### src/follow_leader_chain_strip_macros.svh
// Assertion helpers for the chain strip block.
`ifndef FOLLOW_LEADER_CHAIN_STRIP_MACROS_SVH
`define FOLLOW_LEADER_CHAIN_STRIP_MACROS_SVH

// Same-cycle implication, disabled during reset.
`define FLL_ASSERT_NOW(label, clk, rst, cond, check, msg) \
   label: assert property (@(posedge clk) disable iff (rst) (cond) |-> (check)) \
      else $error(msg);

// Next-cycle implication, disabled during reset.
`define FLL_ASSERT_NEXT(label, clk, rst, cond, check, msg) \
   label: assert property (@(posedge clk) disable iff (rst) (cond) |=> (check)) \
      else $error(msg);

`endif

### src/fll_pkg.sv
package fll_pkg;

   localparam int SEGMENTS_DEF = 16;
   localparam int CSR_INDEX_W = 2;

   localparam logic [CSR_INDEX_W-1:0] REG_LINK_LENGTH = 2'd0;
   localparam logic [CSR_INDEX_W-1:0] REG_HEAD_WIDTH  = 2'd1;

   localparam logic [15:0] LINK_RESET  = 16'd2560;
   localparam logic [15:0] WIDTH_RESET = 16'd2560;

   localparam logic [14:0] ONE_Q14 = 15'd16384;

   // floor(v / 10) as (v * ceil(2^23 / 10)) >> 23, exact for v below 2^22.
   localparam logic [19:0] DIV10_MUL = 20'd838861;

   typedef struct packed {
      logic signed [23:0] x;
      logic signed [23:0] y;
      logic signed [15:0] dx;
      logic signed [15:0] dy;
   } node_type;

   // Divide by 2^14, rounding to nearest with ties away from zero.
   function automatic logic signed [18:0] round_q14(input logic signed [33:0] p);
      logic [33:0] mag;
      logic [33:0] r;
      mag = p[33] ? 34'(-p) : 34'(p);
      r = (mag + 34'd8192) >> 14;
      return p[33] ? -$signed({1'b0, r[17:0]}) : $signed({1'b0, r[17:0]});
   endfunction

   function automatic logic signed [23:0] sat24(input logic signed [25:0] v);
      if (v > 26'sd8388607) begin
         return 24'sh7FFFFF;
      end else if (v < -26'sd8388608) begin
         return 24'sh800000;
      end
      return v[23:0];
   endfunction

endpackage

### src/fll_cell.sv
module fll_cell (
   input  logic              clock,
   input  logic              reset,
   input  logic              shift,
   input  fll_pkg::node_type node_in,
   output fll_pkg::node_type node_out
);

   fll_pkg::node_type node_ff;

   always_ff @(posedge clock) begin
      if (reset) begin
         node_ff <= '0;
      end else if (shift) begin
         node_ff <= node_in;
      end
   end

   assign node_out = node_ff;

endmodule

### config.mk
export PLATFORM = sky130hd
export DESIGN_NAME = fll_cell
export DESIGN_NICKNAME = d
export VERILOG_FILES = /design/src/follow_leader_chain_strip_macros.svh /design/src/fll_pkg.sv /design/src/fll_cell.sv
export SDC_FILE = /design/constraint.sdc
export NUM_CORES = 1
export LEC_CHECK = 0
export BUFFER_PORTS_ARGS = -buffer_cell sky130_fd_sc_hd__clkbuf_2
export CORE_MARGIN = 5
export CORE_UTILIZATION = 35
export DETAILED_ROUTE_END_ITERATION = 8
export PLACE_DENSITY = 0.66
export SLEW_MARGIN = 20
export SYNTH_ARGS = -nofsm -noshare
export SYNTH_HDL_FRONTEND = slang
export SYNTH_SLANG_ARGS = --single-unit
export TNS_END_PERCENT = 10
### constraint.sdc
create_clock -name clock -period 0.8 [get_ports clock]
set_clock_uncertainty 0.1 [all_clocks]
set_input_delay 0.08 -clock clock [delete_from_list [all_inputs] [get_ports clock]]
set_output_delay 0.08 -clock clock [all_outputs]
set_load 0.03 [all_outputs]
== Word level (Yosys, flattened, before mapping) ==
Cells that the tools add are included.
Storage, ports and cells
  output and inout bits: 80
  bits in registers: 80
  input port bits: 83

== Depth between registers and ports, before layout ==
  depth after elaboration: 0
  gate-level depth with buffers: 4

== Worst setup path before layout ==
OpenSTA, ideal clock, no wires.
  kind: register -> register
  start point: register, netlist name node_out[0]
  end point: register node_ff, in the netlist node_out[0]
  slack: -0.030 ns
  cell stages (with the launch flop): 3
  data required time: 0.635 ns
  arrival time: 0.665 ns
  buffers on the path: 0
  clock period less this slack: 0.830 ns
  path through: dfxtp_1 -> mux2i_1 -> nor2_1
RTL lines
  end signal, assigned: line fll_cell.sv:15  | node_ff <= node_in;
  end, declared: line fll_cell.sv:9  | fll_pkg::node_type node_ff;

== Worst setup path in the final report ==
  start point: register node_ff, in the netlist node_out[54]
  end point: output port node_out[54] (netlist bit)
RTL lines
  end, declared: line fll_cell.sv:6  | output fll_pkg::node_type node_out
No word-level cell between the ends.

==> impl_metrics.env <==
export IMPL_synthCells=258
export IMPL_finalCriticalPeriod_ns=1.01
export IMPL_clockBufferDepth=2
export IMPL_r2r_end="node_out[56]"
export IMPL_critPathSlowestCell="dfxtp_2"
export IMPL_ir_drop_mv=1.02
export IMPL_dpl_cell_count=518
export IMPL_pwr_share_seq_pct=44.4
export IMPL_place_hpwl_um=5020
export IMPL_dieArea_sq_um=10100
export IMPL_setup_ws_ns=-0.212
export IMPL_drc=0
export IMPL_clkTransAtPathRegs_ns=0.09
export IMPL_synth_cell_types=7
export IMPL_ctsHoldBuffers=79
export IMPL_synth_net_count=341
export IMPL_timing_rr_start="node_out[56]"
export IMPL_reg2reg_depth=3
export IMPL_max_cap_violations=0
export IMPL_min_from="node_in[10]"
export IMPL_first_pass_iters=4
export IMPL_slew_violations=0
export IMPL_die_y_um=101
export IMPL_timing_worst_setup_path_type="reg2out"
export IMPL_synthTopCellsByArea="dfxtp_1, mux2i_1, nor2_1"
export IMPL_initial_core_util_pct=35.5
export IMPL_synth_seq_cells=80
export IMPL_run_status="complete, but fails checks"
export IMPL_rsz0062_at_grt="yes"
export IMPL_yosysTopAreaCell="dfxtp_1"
export IMPL_largest_register_ffs=80
export IMPL_synth_flop_cell="dfxtp_1"
export IMPL_setup_viol=102
export IMPL_max_clock_freq_mhz=988
export IMPL_port_buffers=162
export IMPL_required_ns=0.62
export IMPL_routed_via_density=4.49
export IMPL_cts_num_sinks=80
export IMPL_ys_seq_area_share_pct=55.8
export IMPL_yosysWarnings=0
export IMPL_fin_nets=592
export IMPL_drt_wl_total_um=9870
export IMPL_cp_arrival_ns=0.83
export IMPL_final_antenna_net_count=0
export IMPL_grt_pass1_wl_um=15100
export IMPL_p_clk_share_pct=32.4
export IMPL_path_max_fanout=2
export IMPL_finalHoldViolations=1
export IMPL_avgSynthCellArea_sq_um=11.1
export IMPL_synthArstFlopShare_pct=0
export IMPL_fp_row_count=33
export IMPL_drtIter0Drc=39
export IMPL_crit_buf_inv=1
export IMPL_holdCritPathClass="in2reg"
export IMPL_hold_path_end="node_out[10]"
export IMPL_grt_util_all_layers_pct=19.0
export IMPL_ios=163
export IMPL_critPathLaunchType="flop"
export IMPL_failed_checks="hold timing, setup timing"
export IMPL_area_growth_pct=101
export IMPL_crit_family="flip-flops"
export IMPL_grt_pass1_vias=3092
export IMPL_place_congestion=0.685
export IMPL_cts_root_buf="clkbuf_8"
export IMPL_worst_pin_slew_ns=0.180
export IMPL_comb_power_share_pct=23.3
export IMPL_n_antenna_cell=0
export IMPL_core_area_sq_um=8090
export IMPL_p_int_mw=7.42
export IMPL_syn_area_sq_um=2870
export IMPL_synth_common_cells="dfxtp_1, mux2i_1, nor2_1, buf_8, clkbuf_1"
export IMPL_synth_edf_count=0
export IMPL_holdWs_ns=-0.0531
export IMPL_p_leak_nw=2.84
export IMPL_cpPeakStageDelay_ns=0.36
export IMPL_wire_per_inst_um=15.9
export IMPL_postLayoutCellArea_sq_um=5760
export IMPL_tritoncts="done"
export IMPL_crit_path_cell_trace="buf_8"
export IMPL_numCtsBuffers=9
export IMPL_placed_area_sq_um=3790
export IMPL_fin_cells=619
export IMPL_p_sw_share_pct=26.7
export IMPL_drive_gt1_share_pct=53.5
export IMPL_hold_depth=3
export IMPL_clk_latency_ns=0.34
export IMPL_overflow=0
export IMPL_yosys_area_top_type_share_pct=55.8
export IMPL_switchingPower_mw=2.71
export IMPL_worst_setup_path_end_kind="output pin"
export IMPL_p_per_area_nw_per_um2=1760
export IMPL_relSlewSlack_pct=87.6
export IMPL_h_tree_depth=3
export IMPL_grt_start_max_net_pins=40
export IMPL_antenna_found_initial=0
export IMPL_vias=2781
export IMPL_die_w_um=101
export IMPL_rrSetupSlack_ns=-0.07
export IMPL_fin_crit_sh_pct=127
stage by stage:
stage          setup slack, ns  TNS, ns  util [%]  hold WS [ns]  power (mW)
2_1_floorplan          -0.0298    -2.15         -         0.127        5.43
4_1_cts                 -0.251   -18.52      69.1       -0.0946        10.0
6_report                -0.212   -15.88      71.2       -0.0531        10.1
3_3_place_gp            -0.144    -8.24      46.8         0.211        5.93
3_5_place_dp            -0.185   -10.43      46.8         0.222        5.95
5_1_grt                 -0.262   -19.90      71.2       -0.0415        10.6
kinds of logic (layout without fill, tap and decap cells):
| family | after synthesis | count (layout) | share of synthesized area, % |
|---|---|---|---|
| AND/OR/NAND/NOR | 80 | 80 | 10.5 |
| multiplexers | 80 | 80 | 27.9 |
| buffers and inverters | 18 | 274 | 5.80 |
| flip-flops | 80 | 80 | 55.8 |
area by class of cell:
cell class	count	area, sq um
clock buffers	11	141
clock inverters	5	80.1
fillers	547	2330
multi-input cells	160	1100
flip-flops and latches	80	1700
well taps	105	131
repair buffers	258	2610
power by group through the flow:
stage | registers [mW] | logic [mW] | clock network [mW]
after floorplan | 4.90 | 0.535 | 0
after global placement | 4.43 | 1.50 | 0
after detailed placement | 4.43 | 1.52 | 0
after CTS | 4.42 | 2.17 | 3.41
after global routing | 4.52 | 2.49 | 3.56
final | 4.50 | 2.36 | 3.28
layer usage:
| layer | GRT usage (%) | up-vias | wire length (um) |
|---|---|---|---|
| met1 | 18.1 | 1296 | 3470 |
| met2 | 37.6 | 112 | 5460 |
| met4 | 7.77 | 0 | 286 |
| met5 | 0 | - | 0 |
| li1 | - | 1348 | - |
| met3 | 5.40 | 25 | 657 |
cell usage in the layout, fill, tap and decap left out:
cell            instances
buf_4                  14
buf_12                  4
nor2_1                 80
buf_8                  80
dfxtp_2                80
clkbuf_2               81
clkbuf_8               10
clkinv_2                1
dlygate4sd3_1          70
clkinvlp_4              2
clkbuf_1                1
bufinv_16               2
mux2i_1                79
mux2i_2                 1
dlymetal6s4s_1          9
worst register-to-register path, delay by kind of cell (launching register included):
family | cells | cell delay, ns
buffers and inverters | 1 | 0.13
flip-flops | 1 | 0.34
multiplexers | 1 | 0.14
AND/OR/NAND/NOR | 1 | 0.05
repair_timing:
item,in CTS,in global routing
cloned,0,0
endpoints found under the setup margin,80,112
endpoints found under the hold margin,80,1
gates resized for setup,232,90
pin swaps,0,6
setup buffers,0,6
worst max-delay path by stage:
stage	slack [ns]	to	depth (start not counted)	from
4_1_cts	-0.25	node_out[76]	1	node_out[76]
3_5_place_dp	-0.19	node_out[50]	4	shift
2_1_floorplan	-0.03	node_out[17]	2	node_out[17]
6_report	-0.21	node_out[54]	1	node_out[54]
5_1_grt	-0.26	node_out[78]	1	node_out[78]
3_3_place_gp	-0.14	node_out[14]	4	shift
Note: power is estimated with default switching activity, not from simulation.
