`src/follow_leader_chain_strip_macros.svh`:
```
// Assertion helpers for the chain strip block.
`ifndef FOLLOW_LEADER_CHAIN_STRIP_MACROS_SVH
`define FOLLOW_LEADER_CHAIN_STRIP_MACROS_SVH

// Same-cycle implication, disabled during reset.
`define FLL_ASSERT_NOW(label, clk, rst, cond, check, msg) \
   label: assert property (@(posedge clk) disable iff (rst) (cond) |-> (check)) \
      else $error(msg);

// Next-cycle implication, disabled during reset.
`define FLL_ASSERT_NEXT(label, clk, rst, cond, check, msg) \
   label: assert property (@(posedge clk) disable iff (rst) (cond) |=> (check)) \
      else $error(msg);

`endif

```
`src/fll_sqrt.sv`:
```
module fll_sqrt (
   input  logic        clock,
   input  logic        reset,
   input  logic        start,
   input  logic [49:0] radicand,
   output logic        busy,
   output logic        done,
   output logic [24:0] root
);

   logic        busy_ff;
   logic        done_ff;
   logic [49:0] v_ff;
   logic [49:0] res_ff;
   logic [49:0] bit_ff;
   logic [49:0] trial;
   logic        fits;

   // One result bit per cycle, restoring method.
   assign trial = res_ff + bit_ff;
   assign fits  = v_ff >= trial;

   always_ff @(posedge clock) begin
      if (reset) begin
         busy_ff <= 1'b0;
         done_ff <= 1'b0;
      end else begin
         done_ff <= 1'b0;
         if (start) begin
            busy_ff <= 1'b1;
         end else if (busy_ff && bit_ff == 50'd1) begin
            busy_ff <= 1'b0;
            done_ff <= 1'b1;
         end
      end
   end

   always_ff @(posedge clock) begin
      if (start) begin
         v_ff   <= radicand;
         res_ff <= '0;
         bit_ff <= 50'd1 << 48;
      end else if (busy_ff) begin
         if (fits) begin
            v_ff   <= v_ff - trial;
            res_ff <= (res_ff >> 1) + bit_ff;
         end else begin
            res_ff <= res_ff >> 1;
         end
         bit_ff <= bit_ff >> 2;
      end
   end

   assign busy = busy_ff;
   assign done = done_ff;
   assign root = res_ff[24:0];

endmodule

```
`config.mk`:
```
export PLATFORM = sky130hd
export DESIGN_NAME = fll_sqrt
export DESIGN_NICKNAME = d
export VERILOG_FILES = /design/src/follow_leader_chain_strip_macros.svh /design/src/fll_sqrt.sv
export SDC_FILE = /design/constraint.sdc
export NUM_CORES = 1
export LEC_CHECK = 0
export BUFFER_PORTS_ARGS = -buffer_cell sky130_fd_sc_hd__buf_2
export CORE_MARGIN = 4
export CORE_UTILIZATION = 45
export DETAILED_ROUTE_END_ITERATION = 8
export PLACE_DENSITY = 0.61
export SLEW_MARGIN = 20
export SYNTH_ARGS = -nofsm -noshare
export SYNTH_HDL_FRONTEND = slang
export SYNTH_SLANG_ARGS = --single-unit
```
`constraint.sdc`:
```
create_clock -name clock -period 10.79 [get_ports clock]
set_clock_uncertainty 0.15 [all_clocks]
set_input_delay 0 -clock clock [delete_from_list [all_inputs] [get_ports clock]]
set_output_delay 0 -clock clock [all_outputs]
set_load 0.02 [all_outputs]
```
# Yosys cells after proc, flatten, opt, wreduce, memory -nomap -nowiden
# Cells that the tools add are included.
# totals
ff_bits	127
in_bits	53
output_inout_bits	27
elab_cells	23
# classes
addsub	3
n_lt_le_gt_ge	1
n_eq_ne	1
mux	7
n_reduce_logical	6
# op_table
cell	count
$mux 50	4
$add 49x49->50	1
$add 50x49->50	1
$ge 50x50->1	1
$sub 50x50->50	1
$eq 25x1->1 const B	1
$reduce_bool 2->1	3
$mux 1	3
$reduce_and 2->1	1
$reduce_or 2->1	1
$logic_and 1x1->1	1

# Longest topological paths before layout
# Gate-level depths: netlist of the first run.
# logic_depth
ltp_word	5
depth_mapped	24
depth_no_buf	21

# Worst setup path before layout of the first run
# No wires, ideal clock.
# synth_path
path_type	register to register
start	reg res_ff[0]
end	reg v_ff[0], enable pin
setup_time_ps	527
t_arrival_ps	8594
required_ps	10113
setup_slack_ps	1519
path_stages_with_launch	23
period_less_slack_ps	9271
cell_sequence	dfxtp_1 -> ha_1 -> ha_1 -> a21oi_1 -> o21bai_1 -> a31o_2 -> a21oi_1 -> a311oi_1 -> o41ai_1 -> o21ai_0 -> mux2i_1 -> a2111oi_0 -> ha_1 -> nand4_1 -> or2_4 -> or4_4 -> nor4_4 -> a211oi_1 -> o31a_2 -> or2_4 -> buf_6 -> buf_2 -> o21ai_0
# synth_between
elab_chain_len	4
# synth_rtl
element	line	text
start, declared	fll_sqrt.sv:14	logic [49:0] res_ff;
start signal, assigned	fll_sqrt.sv:46	res_ff <= (res_ff >> 1) + bit_ff;
start signal, assigned	fll_sqrt.sv:48	res_ff <= res_ff >> 1;
$add 50x49->50	fll_sqrt.sv:20	assign trial = res_ff + bit_ff;
$ge 50x50->1	fll_sqrt.sv:21	assign fits = v_ff >= trial;
$reduce_bool 2->1 (no line)	n/a	
$reduce_and 2->1 (no line)	n/a	
end signal, assigned	fll_sqrt.sv:40	v_ff <= radicand;
end signal, assigned	fll_sqrt.sv:45	v_ff <= v_ff - trial;
end, declared	fll_sqrt.sv:13	logic [49:0] v_ff;
# No other way between the ends.
# A chain may end at the register's enable or synchronous reset.

# Worst setup path in the final report of the first run
# layout_path
start	reg bit_ff[0]
end	reg v_ff[48], enable pin
# layout_between
elab_chain_len	4
# layout_rtl
element	line	text
start, declared	fll_sqrt.sv:15	logic [49:0] bit_ff;
start signal, assigned	fll_sqrt.sv:42	bit_ff <= 50'd1 << 48;
start signal, assigned	fll_sqrt.sv:50	bit_ff <= bit_ff >> 2;
$add 50x49->50	fll_sqrt.sv:20	
$ge 50x50->1	fll_sqrt.sv:21	
$reduce_bool 2->1 (no line)	n/a	
$reduce_and 2->1 (no line)	n/a	
# No other way between the ends.

==> metrics.cfg, run 1 <==
[cells_and_area]
layout-drive-gt1-share_pct=9.51
areaGrowthSynthToFinish_pct=13.2
diodes=0
nNetsFinal=1710

[global_routing]
grt_pass1_wl_um=56500
overflow=0
grt_max_degree=64
grt_pass1_vias=11040
antenna_found_initial=0
grt_usage_pct=24.2

[cts]
clkLatencyLatePin_ps=430
clk_path_buf_depth=2
cts_sinks=127
cts_resized=0
htreeDepth=4
numCtsBuffers=17
tritoncts=yes
clkTransAtPathRegs_ps=60
ctsRootBufferMaster=clkbuf_16

[timing]
hold_viol=0
timing.hold.ws_ps=123
rsz0062_at_grt=false
finalMaxSlewViolations=0
fin_ws_ps=3250
relSlewSlack_pct=44.7
period_minus_slack_ps=7540
tightestPinTransition_ps=818
finalCritPeriodShare_pct=69.9
timing.fmax_mhz=133
setup_viol=0
fin_tns_setup_ps=0

[worst_hold_path]
hp-class=primary input to flip-flop
hold_path_end=busy$_SDFFE_PP0P_
holdPathStages=3
hold_start=reset

[critical_path]
critPathMaxFanout=50
critPathLaunch=bit_ff[0]$_SDFFE_PP0P_
crit_arrival_ps=7440
critPathCaptureType=flip-flop
criticalPathCategory=flip-flop to flip-flop
rrSetupSlack_ps=3250
rr_worst_depth=21
worstReg2RegEnd=v_ff[48]$_DFFE_PP_
critPathRequiredTime_ps=10690
cp-start-kind=flip-flop
r2r_start=bit_ff[0]$_SDFFE_PP0P_

[power]
powerDensity_nw_per_um2=205
internal_power_mw=1.55
ir_drop_mv=0.143
p_comb_share_pct=51.2
leakage_nw=5.25
clkPwrFrac_pct=22.5
power.share.switching_pct=43.3
seq_power_share_pct=26.3
switchingPower_mw=1.18

[route]
antenna_left=0
drt_iter0_drc=859
via_per_inst=5.97
num_vias=11320
first_pass_iters=5
post-route-drc-count=0
wl_um=35000
avgRoutedWirePerCell_um=18.4

[synth]
netlist_area_um2=11700
yosysTopAreaCell=dfxtp_1
post-synth-top-area-fraction_pct=13.1
synth.distinct_cells=74
yosysWarnings=0
synth_edf_count=50
yosys-top-cells-area=dfxtp_1 13%, edfxtp_1 13%, ha_1 11%
ys.flop_type=dfxtp_1
synth-seq-cells=127
syn_nets=1647
syn_area_per_cell_um2=7.88
synthCells=1491
ys_seq_area_share_pct=25.9
synthArstFlopShare_pct=0

[place]
port_buffers=79
post-place-ws_ps=3350
gp_congestion=0.922
dp_hpwl_um=26000

[floorplanning]
fp.dieH_um=170
start_util_pct=46.2
dieArea_um2=28800
die_w_um=170
ios=80
rows=58
core-area_um2=25400

[run]
maxCapViolations=0

[run_status]
status=complete, no violations

-- cell usage in the layout (no fill, tap or decap), types with 13 or more instances in the layout --
cell           netlist  final
nand2_1            176    176
o21ai_0            122    121
nor2_1             116    114
a21oi_1            104    104
ha_1               102    102
buf_2                6     78
dfxtp_1             77     76
xnor2_1             57     57
dlygate4sd3_1        0     52
xor2_1              51     51
edfxtp_1            50     50
nor3_1              46     46
inv_1               45     45
a31oi_1             44     44
mux2i_1             39     39
nand3_1             35     35
a211oi_1            30     30
nand4_1             28     28
a21o_1              28     28
clkbuf_16            0     19
o21bai_1            18     18
and3_1              16     16
o211ai_1            16     16
o21a_1              15     15
nand2b_1            13     13
-- power groups by stage --
stage | clock network [mW] | logic, mW | registers [mW]
2_1_floorplan | 0 | 1.09 | 0.684
3_3_place_gp | 0 | 1.36 | 0.726
3_5_place_dp | 0 | 1.37 | 0.725
4_1_cts | 0.628 | 1.39 | 0.717
5_1_grt | 0.643 | 1.56 | 0.727
6_report | 0.615 | 1.40 | 0.717
-- synth_stat cells, drive strengths merged (39+ instances only) --
master and count:
ha 102, nor3 46, inv 45, a21oi 104, nor2 116, nand2 176, edfxtp 50, xnor2 57
a31oi 44, xor2 51, buf 40, o21ai 122, dfxtp 77, mux2i 39, clkbuf 53
-- how the worst max path moves through the flow --
stage          slack (ps)            endpoint
5_1_grt              2770  v_ff[29]$_DFFE_PP_
4_1_cts              3300   v_ff[5]$_DFFE_PP_
3_3_place_gp         3550  v_ff[41]$_DFFE_PP_
6_report             3250  v_ff[48]$_DFFE_PP_
3_5_place_dp         3350  v_ff[10]$_DFFE_PP_
2_1_floorplan        1520   v_ff[0]$_DFFE_PP_
-- through the flow --
step                      cell area (µm²)  total power [mW]  util, %  std cells
after floorplan                     11700              1.77        -       1491
after global placement              12200              2.08     47.9       1813
after detailed placement            12200              2.10     47.9       1813
after CTS                           13300              2.74     52.4       1897
after global routing                13300              2.93     52.4       1897
final                               13300              2.73     52.4       1897
-- layer usage --
metal | track usage [%] | vias to the layer above | share of wire [%] | wire length [µm]
met5 | 0 | - | 0 | 0
met1 | 30.8 | 5357 | 44 | 15500
met2 | 41.4 | 270 | 48 | 16900
met3 | 4.45 | 50 | 4.7 | 1630
li1 | - | 5643 | - | -
met4 | 8.44 | 0 | 2.8 | 990
-- worst max-delay path, stage by stage (launching register included) --
cell and delay, ps:
dfxtp_1 340, ha_1 200, ha_1 210, a21oi_1 200, o21bai_1 120, a31o_2 290, a21oi_1 340, a311oi_1 250
o41ai_1 780, o21ai_0 280, mux2i_1 170, a2111oi_0 440, ha_1 320, nand4_1 180, or2_4 320, or4_4 560
nor4_4 250, a211oi_1 90, o31a_2 320, or2_4 520, o21ai_4 180, buf_4 540
-- final cells by class --
type                    instances  area [µm²]
fillers                      2466       12100
well taps                     330         413
clock buffers                  25         548
multi-input cells            1226        8090
flip-flops and latches        127        3050
clock inverters                 7        68.8
repair buffers                137         963
inverters                      45         169
-- logic make-up (layout without fill, tap and decap cells) --
family	count (synthesis)	count (layout)	synth area share, %
AOI/OAI and AO/OA	466	466	25.4
xor gates and xnor gates	108	108	8.05
adders and majority gates	103	103	11.0
buffers and inverters	138	214	5.34
DFF	127	127	25.9
muxes	46	46	3.99
and+or+nand+nor	503	503	20.3
-- flip-flops by register name, indices dropped and copies added (netlist names) --
register	flops
done	1
res_ff	50
busy	1
v_ff	50
bit_ff	25
-- what timing repair did --
| action | 4_1_cts | 5_1_grt |
|---|---|---|
| buffers inserted | 0 | 0 |
| endpoints found under the setup margin | 0 | 0 |
| hold buffers | 52 | 0 |
| endpoints found under the hold margin | 60 | 0 |
No activity file was read; power rests on OpenSTA's default activity.
==> run 2, diff against run 1 <==
--- a/config.mk
+++ b/config.mk
@@ -5,6 +5,7 @@
 export SDC_FILE = /design/constraint.sdc
 export NUM_CORES = 1
 export LEC_CHECK = 0
+export ABC_AREA = 1
 export BUFFER_PORTS_ARGS = -buffer_cell sky130_fd_sc_hd__buf_2
 export CORE_MARGIN = 4
 export CORE_UTILIZATION = 45
==> constraint.sdc (replaced) <==
create_clock -name clock -period 7.1 [get_ports clock]
set_clock_uncertainty 0.15 [all_clocks]
set_input_delay 0 -clock clock [delete_from_list [all_inputs] [get_ports clock]]
set_output_delay 0 -clock clock [all_outputs]
set_load 0.02 [all_outputs]
==> run 2 against run 1 <==
Total power increased by 97%. Flip-flop and latch count did not move. Combinational power grew 130%. Register-to-register slack got worse by 1300 ps. Critical path depth up 4. Die area is 23% higher. Sequential power up 66%. Routed wire length up 59%. First-iteration DRC count rose by 80%. Synthesized area rose by 24%. Largest power group unchanged.
==> metrics.cfg, run 2 <==
[timing]
fin_ws_ps=1920  ; -1330 ps
finalMaxSlewViolations=0  ; unchanged
rsz0062_at_grt=false
timing.fmax_mhz=193  ; +46%
setup_viol=0  ; unchanged
relSlewSlack_pct=44.1  ; -0.65 points
period_minus_slack_ps=5180  ; -2360 ps
finalCritPeriodShare_pct=72.9  ; +3.1 points
tightestPinTransition_ps=831  ; +12.8 ps
fin_tns_setup_ps=0  ; unchanged
hold_viol=0  ; unchanged

[cells_and_area]
nNetsFinal=2729  ; +60%
layout_commonest_cell=nand2_1
finalNonFillerCells=3021  ; +59%
design_area_um2=16400  ; +23%
final_cell_mix=734 x nand2_1, 368 x inv_1, 270 x nor2_1
post-route-util_pct=51.4  ; -0.94 points
layout-drive-gt1-share_pct=6.38  ; -3.1 points
areaGrowthSynthToFinish_pct=12.2
top_regs=res_ff x50, v_ff x50, bit_ff x25
n_fill_cell=3412  ; +38%
diodes=0  ; unchanged

[cts]
clk_path_buf_depth=2  ; unchanged
tritoncts=yes
clkLatencyLatePin_ps=460  ; +30 ps
numCtsBuffers=17  ; unchanged
cts_sinks=127  ; unchanged
cts_resized=0  ; unchanged
clkTransAtPathRegs_ps=60  ; about the same
ctsRootBufferMaster=clkbuf_16
htreeDepth=4  ; unchanged

[synth]
yosysTopAreaCell=nand2_1
yosysMostFrequentCell=nand2_1
synth_edf_count=50  ; unchanged
synthArstFlopShare_pct=0  ; unchanged
yosys-top-cells-count=735 x nand2_1, 369 x inv_1, 270 x nor2_1
synthCells=2486  ; +67%
syn_nets=2642  ; +60%
netlist_area_um2=14600  ; +24%
synth.distinct_cells=48  ; -35%
yosys-top-cells-area=nand2_1 19%, dfxtp_1 11%, edfxtp_1 10%
post-synth-top-area-fraction_pct=18.9  ; +5.8 points
yosysWarnings=0  ; unchanged
ys_seq_area_share_pct=20.9  ; -5.0 points
syn_area_per_cell_um2=5.86  ; -26%
synth-seq-cells=127  ; unchanged
ys.flop_type=dfxtp_1

[route]
antenna_left=0  ; unchanged
first_pass_iters=6  ; +1
wl_um=55700  ; +59%
via_per_inst=5.39  ; -9.7%
drt_iter0_drc=1544  ; +80%
avgRoutedWirePerCell_um=18.4  ; about the same
post-route-drc-count=0  ; unchanged
num_vias=16285  ; +44%

[global_routing]
grt_usage_pct=31.0  ; +6.7 points
grt_pass1_wl_um=86200  ; +52%
overflow=0  ; unchanged
grt_pass1_vias=15926  ; +44%
grt_max_degree=77  ; +20%
antenna_found_initial=0  ; unchanged

[floorplanning]
rows=65  ; +12%
ios=80  ; unchanged
fp.dieH_um=188  ; +11%
core-area_um2=31800  ; +25%
start_util_pct=45.9  ; -0.40 points
die_w_um=188  ; +11%
dieArea_um2=35300  ; +23%

[power]
leakage_nw=7.30  ; +39%
ir_drop_mv=0.231  ; +62%
powerDensity_nw_per_um2=329  ; +60%

[critical_path]
critPathRequiredTime_ps=7330  ; -3360 ps
rrSetupSlack_ps=1920  ; -1330 ps
cp-start-kind=flip-flop
criticalPathCategory=flip-flop to flip-flop
rr_worst_depth=25  ; +19%
critPathCaptureType=flip-flop
critPathMaxFanout=76  ; +52%
crit_arrival_ps=5410  ; -2030 ps

[place]
dp.cells=2936  ; +62%
dp_hpwl_um=44600  ; +72%
post-place-ws_ps=2010  ; -1340 ps
gp_congestion=0.994  ; +7.8%
place_area_um2=15200  ; +25%
port_buffers=79  ; unchanged

[worst_hold_path]
holdPathStages=3  ; unchanged
hp-class=primary input to flip-flop

[run]
maxCapViolations=0  ; unchanged

[run_status]
status=complete, no violations

run 2: cell types whose count changed after synthesis, moves of 36 or more:
cell | before | now
nor2_1 | 116 | 270
nand3_1 | 35 | 165
a21oi_1 | 104 | 196
nand2_1 | 176 | 735
inv_1 | 45 | 369
a31oi_1 | 44 | 8
mux2i_1 | 39 | 0
o21ai_0 | 122 | 167
run 2: through the flow:
step | total power, mW | hold WS [ps]
floorplan | 3.44 | -74.2
global placement | 4.30 | 64.2
detailed placement | 4.31 | 70.3
CTS | 5.33 | 167
global route | 5.79 | 205
finish | 5.37 | 199
run 2: final cells by class:
type                            instances  area (µm²)  share of cell area (%)
Inverter                              381        1430                    8.75
Clock inverter                         12         146                   0.895
Sequential cell                       127        3040                    18.6
Clock buffer                           20         478                    2.92
Timing Repair Buffer                  139        1010                    6.15
Multi-Input combinational cell       1907        9700                    59.3
Tap cell                              435         544                    3.33
run 2: cell families (layout without fill, tap and decap cells):
| kind of cell | count (synthesis) | in the layout | synth area share (%) |
|---|---|---|---|
| and+or+nand+nor | 1293 | 1293 | 37.0 |
| xor gates and xnor gates | 74 | 74 | 4.45 |
| adders and majority gates | 103 | 103 | 8.89 |
| AOI/OAI and AO/OA | 437 | 437 | 16.2 |
| buffers and inverters | 452 | 552 | 12.6 |
| DFF | 127 | 127 | 20.9 |
run 2: metal layers:
| layer | GRT usage [%] | up-vias | wire, µm |
|---|---|---|---|
| li1 | - | 8193 | - |
| met1 | 39.6 | 7423 | 24300 |
| met2 | 52.3 | 534 | 26000 |
| met3 | 3.26 | 135 | 2600 |
| met4 | 14.7 | 0 | 2800 |
| met5 | 0 | - | 0 |
run 2: final timing paths:
path	start	end
worst min-delay path	reset	busy$_SDFFE_PP0P_
worst max-delay path	res_ff[12]$_SDFFE_PP0P_	res_ff[14]$_SDFFE_PP0P_
worst min register to register	res_ff[0]$_SDFFE_PP0P_	res_ff[0]$_SDFFE_PP0P_
worst max register to register	res_ff[12]$_SDFFE_PP0P_	res_ff[14]$_SDFFE_PP0P_
run 2: timing repair:
action                                 CTS  global route
hold buffers                            53             0
endpoints found under the hold margin   87             0
buffers inserted                         0             0
run 2: where the power goes:
| part | internal (mW) | switching [mW] | leakage [nW] |
|---|---|---|---|
| clock network | 0.565 | 0.407 | 0.309 |
| registers | 0.995 | 0.192 | 1.14 |
| logic | 1.05 | 2.16 | 5.86 |
run 2: critical path, stage by stage (launching register included):
cell	delay (ps)
dfxtp_1	550
ha_1	350
nand2_1	140
o21ai_0	150
a21oi_1	230
o21ai_0	120
a21oi_1	390
o21ai_0	250
nand2_1	130
nand2_1	50
nand2_1	60
nand2_1	90
ha_1	400
nand2_1	140
nor2_2	160
inv_1	110
nor2_1	120
nand2_1	110
nor2_2	130
nand2_2	130
nand3_4	150
buf_12	310
inv_2	260
nand2_1	120
nand3_1	80
a21oi_1	150
