`config.mk`:
```
export PLATFORM = sky130hd
export DESIGN_NAME = fll_div
export DESIGN_NICKNAME = d
export VERILOG_FILES = /design/src/follow_leader_chain_strip_macros.svh /design/src/fll_div.sv
export SDC_FILE = /design/constraint.sdc
export NUM_CORES = 1
export LEC_CHECK = 0
export BUFFER_PORTS_ARGS = -buffer_cell sky130_fd_sc_hd__clkbuf_2
export CORE_MARGIN = 2
export CORE_UTILIZATION = 52
export CTS_CLUSTER_DIAMETER = 200
export CTS_CLUSTER_SIZE = 28
export DETAILED_ROUTE_END_ITERATION = 6
export PLACE_DENSITY = 0.7
export REMOVE_ABC_BUFFERS = 1
export SETUP_SLACK_MARGIN = 0.3
export SYNTH_ARGS = -nofsm -noshare
export SYNTH_HDL_FRONTEND = slang
export SYNTH_SLANG_ARGS = --single-unit
```
`constraint.sdc`:
```
create_clock -name clock -period 5.46 [get_ports clock]
set_clock_uncertainty 0.1 [all_clocks]
set_input_delay 0.819 -clock clock [delete_from_list [all_inputs] [get_ports clock]]
set_output_delay 0.819 -clock clock [all_outputs]
set_load 0.02 [all_outputs]
```
`src/follow_leader_chain_strip_macros.svh`:
```
// Assertion helpers for the chain strip block.
`ifndef FOLLOW_LEADER_CHAIN_STRIP_MACROS_SVH
`define FOLLOW_LEADER_CHAIN_STRIP_MACROS_SVH

// Same-cycle implication, disabled during reset.
`define FLL_ASSERT_NOW(label, clk, rst, cond, check, msg) \
   label: assert property (@(posedge clk) disable iff (rst) (cond) |-> (check)) \
      else $error(msg);

// Next-cycle implication, disabled during reset.
`define FLL_ASSERT_NEXT(label, clk, rst, cond, check, msg) \
   label: assert property (@(posedge clk) disable iff (rst) (cond) |=> (check)) \
      else $error(msg);

`endif

```
`src/fll_div.sv`:
```
module fll_div (
   input  logic        clock,
   input  logic        reset,
   input  logic        start,
   input  logic [39:0] numer,
   input  logic [24:0] denom,
   output logic        done,
   output logic [14:0] quot
);

   logic        busy_ff;
   logic        done_ff;
   logic [3:0]  cnt_ff;
   logic [39:0] rem_ff;
   logic [38:0] dsh_ff;
   logic [14:0] q_ff;
   logic        fits;

   // Shift-subtract, one quotient bit per cycle.
   assign fits = rem_ff >= {1'b0, dsh_ff};

   always_ff @(posedge clock) begin
      if (reset) begin
         busy_ff <= 1'b0;
         done_ff <= 1'b0;
         cnt_ff  <= '0;
      end else begin
         done_ff <= 1'b0;
         if (start) begin
            busy_ff <= 1'b1;
            cnt_ff  <= 4'd14;
         end else if (busy_ff) begin
            cnt_ff <= cnt_ff - 4'd1;
            if (cnt_ff == 4'd0) begin
               busy_ff <= 1'b0;
               done_ff <= 1'b1;
            end
         end
      end
   end

   always_ff @(posedge clock) begin
      if (start) begin
         rem_ff <= numer;
         dsh_ff <= {denom, 14'd0};
         q_ff   <= '0;
      end else if (busy_ff) begin
         if (fits) begin
            rem_ff <= rem_ff - {1'b0, dsh_ff};
         end
         q_ff   <= {q_ff[13:0], fits};
         dsh_ff <= dsh_ff >> 1;
      end
   end

   assign done = done_ff;
   assign quot = q_ff;

endmodule

```
# Word level (Yosys, flattened, before mapping)
# Cells that the tools add are included.
# word_totals
mem_bits_rw	0
memories	0
regBits	100
latch_bits	0
input_bits	68
word_cells	29
romBits	0
out_inout_bits	16
# classes
n_mul	0
eq_ne	0
n_shift	0
bitwise_logic	1
reduce_logical	6
n_mux	11
addsub	2
n_lt_le_gt_ge	1
div_mod_pow	0
# ops
op	count
$mux W40	3
$mux W39	2
$ge A40 B39 Y1	1
$sub A40 B39 Y40	1
$mux W4	2
$logic_not A4 Y1	1
$mux W1	4
$reduce_bool A2 Y1	2
$sub A4 B1 Y4 const B	1
$reduce_or A3 Y1	1
$reduce_and A2 Y1	1
$reduce_or A2 Y1	1
$not A1 Y1	1

# Longest topological paths before layout
# Gate-level depths: netlist of the first run.
# logic_depth
ltp_word	4
depth_mapped	11
ltp_nobuf	11

# Least setup slack after synthesis of the first run
# No wires, ideal clock.
# synth_timing
path_type	reg-to-reg
from	register rem_ff[27]
to	register rem_ff[0], enable pin
n_path_buf	1
setup_ns	0.442
path_slack_ns	1.035
stages_incl_launch_ff	10
t_required_ns	4.918
t_arrival_ns	3.883
path_cell_list	edfxtp_1 -> ha_1 -> buf_2 -> nand2_1 -> or3_1 -> or2_1 -> a31oi_1 -> nor2_1 -> o221a_2 -> o21ai_1
# synth_via
elab_chain_cells	3
# synth_lines
item	line	text
from (decl)	fll_div.sv:14	logic [39:0] rem_ff;
from (signal assigned)	fll_div.sv:44	rem_ff <= numer;
from (signal assigned)	fll_div.sv:49	rem_ff <= rem_ff - {1'b0, dsh_ff};
$ge A40 B39 Y1	fll_div.sv:20	assign fits = rem_ff >= {1'b0, dsh_ff};
$reduce_bool A2 Y1 (no line)	-	
$reduce_and A2 Y1 (no line)	-	
# No other way between the ends.
# A chain may end at the register's enable or synchronous reset.

# Worst setup path after layout of the first run
# layout_timing
from	register rem_ff[27]
to	register rem_ff[9], enable pin
# The elaborated chain is that of the path after synthesis.

==> results of run 1 <==
## routing by layer
| metal | GRT usage [%] | up-vias |
|---|---|---|
| met5 | 0 | - |
| met4 | 10.6 | 0 |
| met3 | 3.60 | 30 |
| met2 | 39.3 | 164 |
| met1 | 31.2 | 2725 |
| li1 | - | 2838 |
## final timing paths
kind,startpoint,cells past startpoint,end
max,rem_ff[27]$_DFFE_PP_,9,rem_ff[9]$_DFFE_PP_
min,dsh_ff[0]$_SDFFE_PP0P_,2,dsh_ff[0]$_SDFFE_PP0P_
max reg2reg,rem_ff[27]$_DFFE_PP_,9,rem_ff[9]$_DFFE_PP_
min reg2reg,dsh_ff[0]$_SDFFE_PP0P_,2,dsh_ff[0]$_SDFFE_PP0P_
## worst register-to-register path, delay by kind of cell (launching register included)
kind            cells  cell delay, ns
simple gates        4            0.99
buf+inv             1            0.40
compound gates      3            1.35
fa+ha+maj           1            0.46
flops               1            0.37
## power groups by stage
| stage | clock, mW | sequential (mW) | combinational [mW] |
|---|---|---|---|
| 6_report | 0.653 | 1.00 | 1.33 |
| 5_1_grt | 0.696 | 1.02 | 1.47 |
| 4_1_cts | 0.665 | 1.01 | 1.31 |
| 3_5_place_dp | 0 | 1.02 | 1.30 |
| 3_3_place_gp | 0 | 1.01 | 1.28 |
| 2_1_floorplan | 0 | 1.01 | 0.991 |
## area by class of cell
class                      count  area, um2  share of cell area (%)
clock buffer                  10        239                    3.21
timing repair buffer          85        433                    5.82
clock inverter                 6       65.1                   0.875
inverter                      52        195                    2.62
sequential                   100       2650                    35.7
multi-input combinational    561       3630                    48.9
tap                          172        215                    2.89
## state kept, by name, indices dropped and copies added (netlist names)
register and flops:
rem_ff 40, dsh_ff 39, quot 15, cnt_ff 4
busy_ff 1, done 1
## metrics by stage
stage | worst slack (ns) | hold WS, ns | util, % | area, um2
floorplan | 1.05 | 0.365 | - | 6470
global placement | 1.62 | 0.377 | 57.0 | 7130
detailed placement | 1.46 | 0.389 | 57.0 | 7130
CTS | 1.44 | 0.410 | 59.4 | 7440
global route | 1.16 | 0.457 | 59.4 | 7440
finish | 1.46 | 0.408 | 59.4 | 7440
## cells by family after synthesis
group | count (synthesis) | synth area share (%)
flip-flops | 100 | 40.0
AND/OR/NAND/NOR | 249 | 17.3
buffers and inverters | 93 | 5.45
XOR/XNOR | 27 | 3.56
adder cells (fa/ha/maj) | 42 | 8.03
multiplexers | 35 | 5.32
AO/OA/AOI/OAI | 208 | 20.4
## cell usage in the layout, fill, tap and decap left out, drive strengths merged, types with 15 or more instances in the layout
| cell | netlist | final |
|---|---|---|
| xnor2 | 18 | 18 |
| clkbuf | 21 | 92 |
| dfxtp | 35 | 35 |
| nor2 | 65 | 65 |
| nor3 | 19 | 19 |
| nand3 | 15 | 15 |
| ha | 41 | 41 |
| inv | 52 | 56 |
| o31ai | 22 | 22 |
| nand2 | 92 | 92 |
| a21o | 15 | 15 |
| mux2i | 33 | 33 |
| a21oi | 54 | 54 |
| edfxtp | 65 | 65 |
| o21ai | 53 | 53 |
## synth_stat cells (4+ instances only)
cell	n	share of area (%)
a211oi_1	6	0.68
a21o_1	15	1.7
a21oi_1	53	4.0
a22o_1	10	1.3
a311oi_1	4	0.53
a31oi_1	6	0.57
and2_1	4	0.38
and3_1	8	0.75
buf_1	10	0.57
buf_2	10	0.75
clkbuf_1	21	1.2
dfxtp_1	35	11
edfxtp_1	65	29
ha_1	41	7.7
inv_1	51	2.9
mux2i_1	33	5.0
nand2_1	92	5.2
nand2b_1	4	0.38
nand3_1	15	1.1
nand4_1	13	1.2
nor2_1	65	3.7
nor2b_1	7	0.66
nor3_1	19	1.4
nor4_1	4	0.38
o211ai_1	7	0.79
o21ai_0	25	1.9
o21ai_1	27	2.0
o21bai_1	9	1.0
o31ai_1	22	2.5
or3_1	6	0.57
xnor2_1	18	2.4
xor2_1	9	1.2
==> reports/metrics.yaml, run 1 <==
status: "finished clean"
vias_per_cell: 5.84
io_pins: 84
worstSkewPairLatency_ns: 0.36
die_x_um: 117
rrSetupSlack_ns: 1.46
hp-class: "reg2reg"
max_freq_ghz: 0.250
cts_buffers: 9
grt_overflow: 0
p_comb_share_pct: 44.5
path_buf_inv: 1
cts_tree: "yes"
synthCells: 754
area_delta_synth_final_pct: 12.0
track_usage_pct: 23.8
post-route-min-period_ns: 4.00
drtIter0Drc: 354
switchingPower_mw: 1.18
yosys.cell_types.count: 61
synth.avg_cell_area_um2: 8.80
num-fill-cells: 1166
worst_ep_arrival_time_ns: 3.94
routedWlPerCell_um: 16.0
power.total_mw: 2.98
worstSetupStartpointType: "flip-flop"
synth_enable_flop_cells: 65
syn_area_um2: 6640
clk_path_buf_depth: 2
p_sw_share_pct: 39.6
port_buffers: 83
critical_path_class: "reg2reg"
grt_pass1_vias: 5558
dp_hpwl_um: 11600
slowest_stage: "o21ai_4"
wl_met3_um: 751
rows: 41
cts_resized: 0
p_per_area_nw_per_um2: 401
postRouteAntennaNets: 0
antenna_cells: 0
max_cap_violations: 0
finalSetupTns_ns: 0
crit_family: "compound AO/OA/AOI/OAI gates"
drive_gt1_share_pct: 14.3
initial_core_util_pct: 53.0
tightest_slew_ns: 1.20
power_leakage_nw: 3.06
antenna_found_initial: 0
pwr-share-seq_pct: 33.7
ctsRootBufferMaster: "clkbuf_16"
cts_sinks: 100
rsz0062_at_grt: "false"
setup_violations: 0
cts_post_setup_buffers_inserted: 0
drc: 0
drt_pass1_iterations: 5
endpoint_kind: "flip-flop"
internal_power_mw: 1.80
fin_nets: 919
finalHoldViolCount: 0
cts_hold_buf: 0
synth_seq_cells: 100
cts_max_level: 3
synth_ff_type: "edfxtp_1"
clkPwrFrac_pct: 21.9
highest_layer: "met4"
wirelength_um: 15800
drv_slew: 0
grt_pass1_wl_um: 25800
final_cells: 986
yosysSeqAreaShare_pct: 40.0
max_slew_margin_pct: 20.1
gp_congestion: 0.920
crit_fanout: 27
cp_cell_sequence: "ha_1 > nand2_1 > or3_1 > or2_1 > a31oi_1 > nor2_1 > o221a_2 > o21ai_4 > buf_4"
slowest_delay_ns: 0.77
crit_required_ns: 5.41
grt_max_degree: 83
die_h_um: 117
clk_pin_slew_ns: 0.08
drt-met1-wl_um: 7180
ys_async_sr_fraction_pct: 0
wl_met2_um: 7430
die_area_um2: 13700
dr_total_vias: 5757
fin_crit_sh_pct: 73.2
irDropWorstVdd_mv: 0.191
core_area_um2: 12500
yosys_warnings: 0
dp_cells: 970
Power figures use the tool's default switching activity.
==> inputs of run 2 (changes only) <==
==> constraint.sdc (replaced) <==
create_clock -name clock -period 3.9 [get_ports clock]
set_clock_uncertainty 0.1 [all_clocks]
set_input_delay 0.585 -clock clock [delete_from_list [all_inputs] [get_ports clock]]
set_output_delay 0.585 -clock clock [all_outputs]
set_load 0.02 [all_outputs]
==> run 2 against run 1 <==
Compared with the run above:
- critical path depth unchanged
- via count decreased by 0.82%
- sequential power increased by 39%
- largest cell class unchanged
- combinational power grew 41%
- setup slack worse by 0.91 ns
- cell area up 0.56%
- register-to-register slack lost 0.91 ns
- clock power rose by 34%
- global-route usage down 0.61 points
- non-clock buffer count is 5 higher
- flip-flop and latch count stayed put
- core utilization is 0.33 points higher
==> reports/metrics.yaml, run 2 (synthesis results as in run 1) <==
die_h_um: 117
stdcell_area_um2: 7480
cp_cell_sequence: "ha_1 > nand2_1 > or3_1 > or2_1 > a31oi_1 > nor2_1 > o221a_2 > o21ai_4 > buf_6"
finalHoldViolCount: 0
io_pins: 84
grt_overflow: 0
worstSkewPairLatency_ns: 0.36
grt_pass1_vias: 5391
drtIter0Drc: 361
antenna_cells: 0
antenna_found_initial: 0
largest_reg_flops: 40
crit_required_ns: 3.83
post-route-min-period_ns: 3.35
num-fill-cells: 1185
mostFrequentLayoutCell: "nand2_1"
worst_ep_arrival_time_ns: 3.28
worstSetupStartpointType: "flip-flop"
wirelength_um: 15300
initial_core_util_pct: 53.0
crit_fanout: 29
dp_hpwl_um: 11600
max_cap_violations: 0
dr_total_vias: 5710
track_usage_pct: 23.2
power_leakage_nw: 3.08
cts_tree: "yes"
cts_buffers: 9
rsz0062_at_grt: "false"
cts_hold_buf: 0
status: "finished clean"
gp_congestion: 0.964
core_area_um2: 12500
drc: 0
fin_hold_ws_ns: 0.364
cts_max_level: 3
clk_path_buf_depth: 2
postRouteAntennaNets: 0
final_cells: 991
max_slew_margin_pct: 49.5
final_cell_mix: "nand2_1, clkbuf_2, nor2_1, edfxtp_1, a21oi_1"
fin_nets: 924
drv_slew: 0
cts_sinks: 100
irDropWorstVdd_mv: 0.283
max_freq_ghz: 0.298
grt_max_degree: 80
power.total_mw: 4.15
clk_pin_slew_ns: 0.07
setup_violations: 0
routedWlPerCell_um: 15.5
dp_cells: 975
fin_crit_sh_pct: 85.9
critical_path_class: "reg2reg"
endpoint_kind: "flip-flop"
cts_resized: 0
slowest_delay_ns: 0.49
drive_gt1_share_pct: 14.8
cts_post_setup_buffers_inserted: 0
hp-class: "in2reg"
top_register: "rem_ff"
die_area_um2: 13700
tightest_slew_ns: 0.758
dpl_cell_area_um2: 7180
rows: 41
die_x_um: 117
p_per_area_nw_per_um2: 554
vias_per_cell: 5.76
ctsRootBufferMaster: "clkbuf_16"
finalSetupTns_ns: 0
port_buffers: 83
area_delta_synth_final_pct: 12.6
drt_pass1_iterations: 5
grt_pass1_wl_um: 25200
slowest_stage: "ha_1"
## run 2: path summary, 6_finish.rpt
path | from | to | slack (ns) | depth (start not counted)
worst max-delay path | rem_ff[27]$_DFFE_PP_ | rem_ff[15]$_DFFE_PP_ | 0.55 | 9
worst min-delay path | reset | cnt_ff[3]$_SDFFE_PP0P_ | 0.36 | 2
worst max register to register | rem_ff[27]$_DFFE_PP_ | rem_ff[15]$_DFFE_PP_ | 0.55 | 9
worst min register to register | quot[14]$_SDFFE_PP0P_ | quot[14]$_SDFFE_PP0P_ | 0.42 | 2
## run 2: through the flow
step           util (%)  worst slack [ns]
6_report           59.7             0.548
2_1_floorplan         -            -0.515
3_5_place_dp       57.4             0.494
5_1_grt            59.7             0.391
3_3_place_gp       57.4             0.639
4_1_cts            59.7             0.477
## run 2: area by class of cell
type	count	area, um2	share of cell area, %
Multi-Input combinational cell	561	3640	48.7
Sequential cell	100	2650	35.5
Tap cell	172	215	2.88
Timing Repair Buffer	90	487	6.51
Clock inverter	5	42.5	0.569
Clock buffer	11	243	3.25
Inverter	52	195	2.61
## run 2: routing by layer
| metal | GRT usage (%) | share of wire [%] | wire [um] |
|---|---|---|---|
| met2 | 39.3 | 47 | 7210 |
| met3 | 3.40 | 5.2 | 795 |
| met1 | 30.7 | 46 | 7070 |
| met4 | 7.92 | 1.6 | 251 |
| met5 | 0 | 0 | 0 |
## run 2: critical path, delay by kind of cell (launching register included)
family / cells / cell delay, ns
adders and majority gates: 1 / 0.49
DFF: 1 / 0.37
AOI/OAI and AO/OA: 3 / 0.74
buffers and inverters: 1 / 0.31
and+or+nand+nor: 4 / 0.99
## run 2: power by group
group | total [mW] | switching, mW | internal (mW)
registers | 1.39 | 0.0605 | 1.33
logic | 1.88 | 1.15 | 0.724
clock network | 0.874 | 0.414 | 0.460
==> inputs of run 3 (changes only) <==
--- a/config.mk
+++ b/config.mk
@@ -6,12 +6,15 @@
 export NUM_CORES = 1
 export LEC_CHECK = 0
 export BUFFER_PORTS_ARGS = -buffer_cell sky130_fd_sc_hd__clkbuf_2
+export CAP_MARGIN = 15
+export CELL_PAD_IN_SITES_DETAIL_PLACEMENT = 1
+export CELL_PAD_IN_SITES_GLOBAL_PLACEMENT = 1
 export CORE_MARGIN = 2
-export CORE_UTILIZATION = 52
+export CORE_UTILIZATION = 45
 export CTS_CLUSTER_DIAMETER = 200
 export CTS_CLUSTER_SIZE = 28
 export DETAILED_ROUTE_END_ITERATION = 6
-export PLACE_DENSITY = 0.7
+export PLACE_DENSITY = 0.78
 export REMOVE_ABC_BUFFERS = 1
 export SETUP_SLACK_MARGIN = 0.3
 export SYNTH_ARGS = -nofsm -noshare
==> run 3 against run 2 <==
Compared with the run above:
- wire length grew 19%
- core utilization shrank 8.2 points
- critical path depth is the same
- power grew 2.2%
- cell count grew 1.1%
- clock-buffer cell count shrank 1
- combinational power grew 4%
- cell area shrank 0.17%
- via count grew 1.3%
- register-to-register slack lost 0.05 ns
==> reports/metrics.yaml, run 3 (synthesis results as in run 1) <==
grt_max_degree: 79
reg2reg_depth: 9
fin_nets: 923
cts_buffers: 9
port_buffers: 83
status: "finished clean"
cts_sinks: 100
largest_reg_flops: 40
gp_congestion: 0.952
area_delta_synth_final_pct: 12.5
irDropWorstVdd_mv: 0.209
setup_violations: 0
wirelength_um: 18200
max_freq_ghz: 0.294
initial_core_util_pct: 45.8
post-route-min-period_ns: 3.40
die_h_um: 125
dr_total_vias: 5783
final_cells: 1002
cts_tree: "yes"
rows: 44
vias_per_cell: 5.77
regArea_um2: 2650
dp_cells: 986
drt_pass1_iterations: 4
finalHoldViolCount: 0
io_pins: 84
worst_ep_arrival_time_ns: 3.31
cts_hold_buf: 0
power.total_mw: 4.24
p_per_area_nw_per_um2: 568
core_area_um2: 14500
ctsRootBufferMaster: "clkbuf_16"
rrSetupSlack_ns: 0.50
cts_resized: 0
num-fill-cells: 1751
crit_path_end: "rem_ff[12]$_DFFE_PP_"
worstReg2RegStart: "rem_ff[27]$_DFFE_PP_"
crit_required_ns: 3.81
clk_pin_slew_ns: 0.08
postRouteAntennaNets: 0
finalSetupTns_ns: 0
multi_input_area_um2: 3640
max_cap_violations: 0
power_leakage_nw: 3.07
cts_post_setup_buffers_inserted: 0
mostFrequentLayoutCell: "nand2_1"
grt_pass1_wl_um: 29800
worstSkewPairLatency_ns: 0.36
max_slew_margin_pct: 44.5
track_usage_pct: 23.4
drive_gt1_share_pct: 14.7
final_cell_mix: "nand2_1, clkbuf_2, nor2_1, edfxtp_1, a21oi_1"
tightest_slew_ns: 0.832
antenna_cells: 0
dp_hpwl_um: 13600
crit_fanout: 26
drtIter0Drc: 323
critical_path_class: "reg2reg"
die_x_um: 125
rsz0062_at_grt: "false"
top_register: "rem_ff"
grt_pass1_vias: 6088
r2r-end: "rem_ff[12]$_DFFE_PP_"
die_area_um2: 15700
clk_path_buf_depth: 2
antenna_found_initial: 0
cts_max_level: 3
fin_crit_sh_pct: 87.1
grt_overflow: 0
routedWlPerCell_um: 18.2
drv_slew: 0
worstSetupStartpointType: "flip-flop"
hp-class: "in2reg"
drc: 0
critPathLaunch: "rem_ff[27]$_DFFE_PP_"
endpoint_kind: "flip-flop"
[run 3: changes by cell type in the layout (fill, tap and decap cells not counted), sizes merged]
cell,delta
inv,+2
buf,-1
clkbuf,-1
clkinv,-1
[run 3: stage by stage]
step | cell area (um2) | setup WS (ns) | util, % | hold slack [ns]
after detailed placement | 7180 | 0.539 | 49.6 | 0.389
after global placement | 7180 | 0.650 | 49.6 | 0.376
final | 7460 | 0.503 | 51.6 | 0.315
after floorplan | 6470 | -0.515 | - | 0.365
after global routing | 7460 | 0.327 | 51.6 | 0.315
after CTS | 7460 | 0.517 | 51.5 | 0.307
[run 3: area by class of cell]
class | count | share of cell area, %
Clock inverter | 6 | 0.704
Timing Repair Buffer | 89 | 6.20
Inverter | 52 | 2.61
Tap cell | 184 | 3.08
Sequential cell | 100 | 35.6
Multi-Input combinational cell | 561 | 48.8
Clock buffer | 10 | 3.07
[run 3: power breakdown]
| group | switching [mW] | internal, mW |
|---|---|---|
| Clock | 0.446 | 0.448 |
| Combinational | 1.22 | 0.723 |
| Sequential | 0.0629 | 1.33 |
[run 3: per-layer routing]
metal | vias up | track usage, % | share of wire, %
li1 | 2840 | - | -
met1 | 2812 | 29.8 | 46
met2 | 108 | 40.2 | 49
met3 | 23 | 3.81 | 3.3
met4 | 0 | 8.17 | 2.0
met5 | - | 0 | 0
[run 3: worst max-delay path, stage by stage, from the launching register on]
cell and delay, ns:
edfxtp_1 0.39, ha_1 0.48, nand2_1 0.13, or3_1 0.45, or2_1 0.25, a31oi_1 0.22, nor2_1 0.16, o221a_2 0.35
o21ai_4 0.13, buf_4 0.39
[run 3: worst min-delay path by stage]
stage / startpoint / end / slack (ns) / depth (start not counted)
after floorplan: dsh_ff[0]$_SDFFE_PP0P_ / dsh_ff[0]$_SDFFE_PP0P_ / 0.36 / 2
after global placement: quot[14]$_SDFFE_PP0P_ / quot[14]$_SDFFE_PP0P_ / 0.38 / 2
after detailed placement: quot[14]$_SDFFE_PP0P_ / quot[14]$_SDFFE_PP0P_ / 0.39 / 2
after CTS: start / cnt_ff[0]$_SDFFE_PP0P_ / 0.31 / 2
after global routing: start / cnt_ff[0]$_SDFFE_PP0P_ / 0.31 / 2
final: start / cnt_ff[0]$_SDFFE_PP0P_ / 0.31 / 2
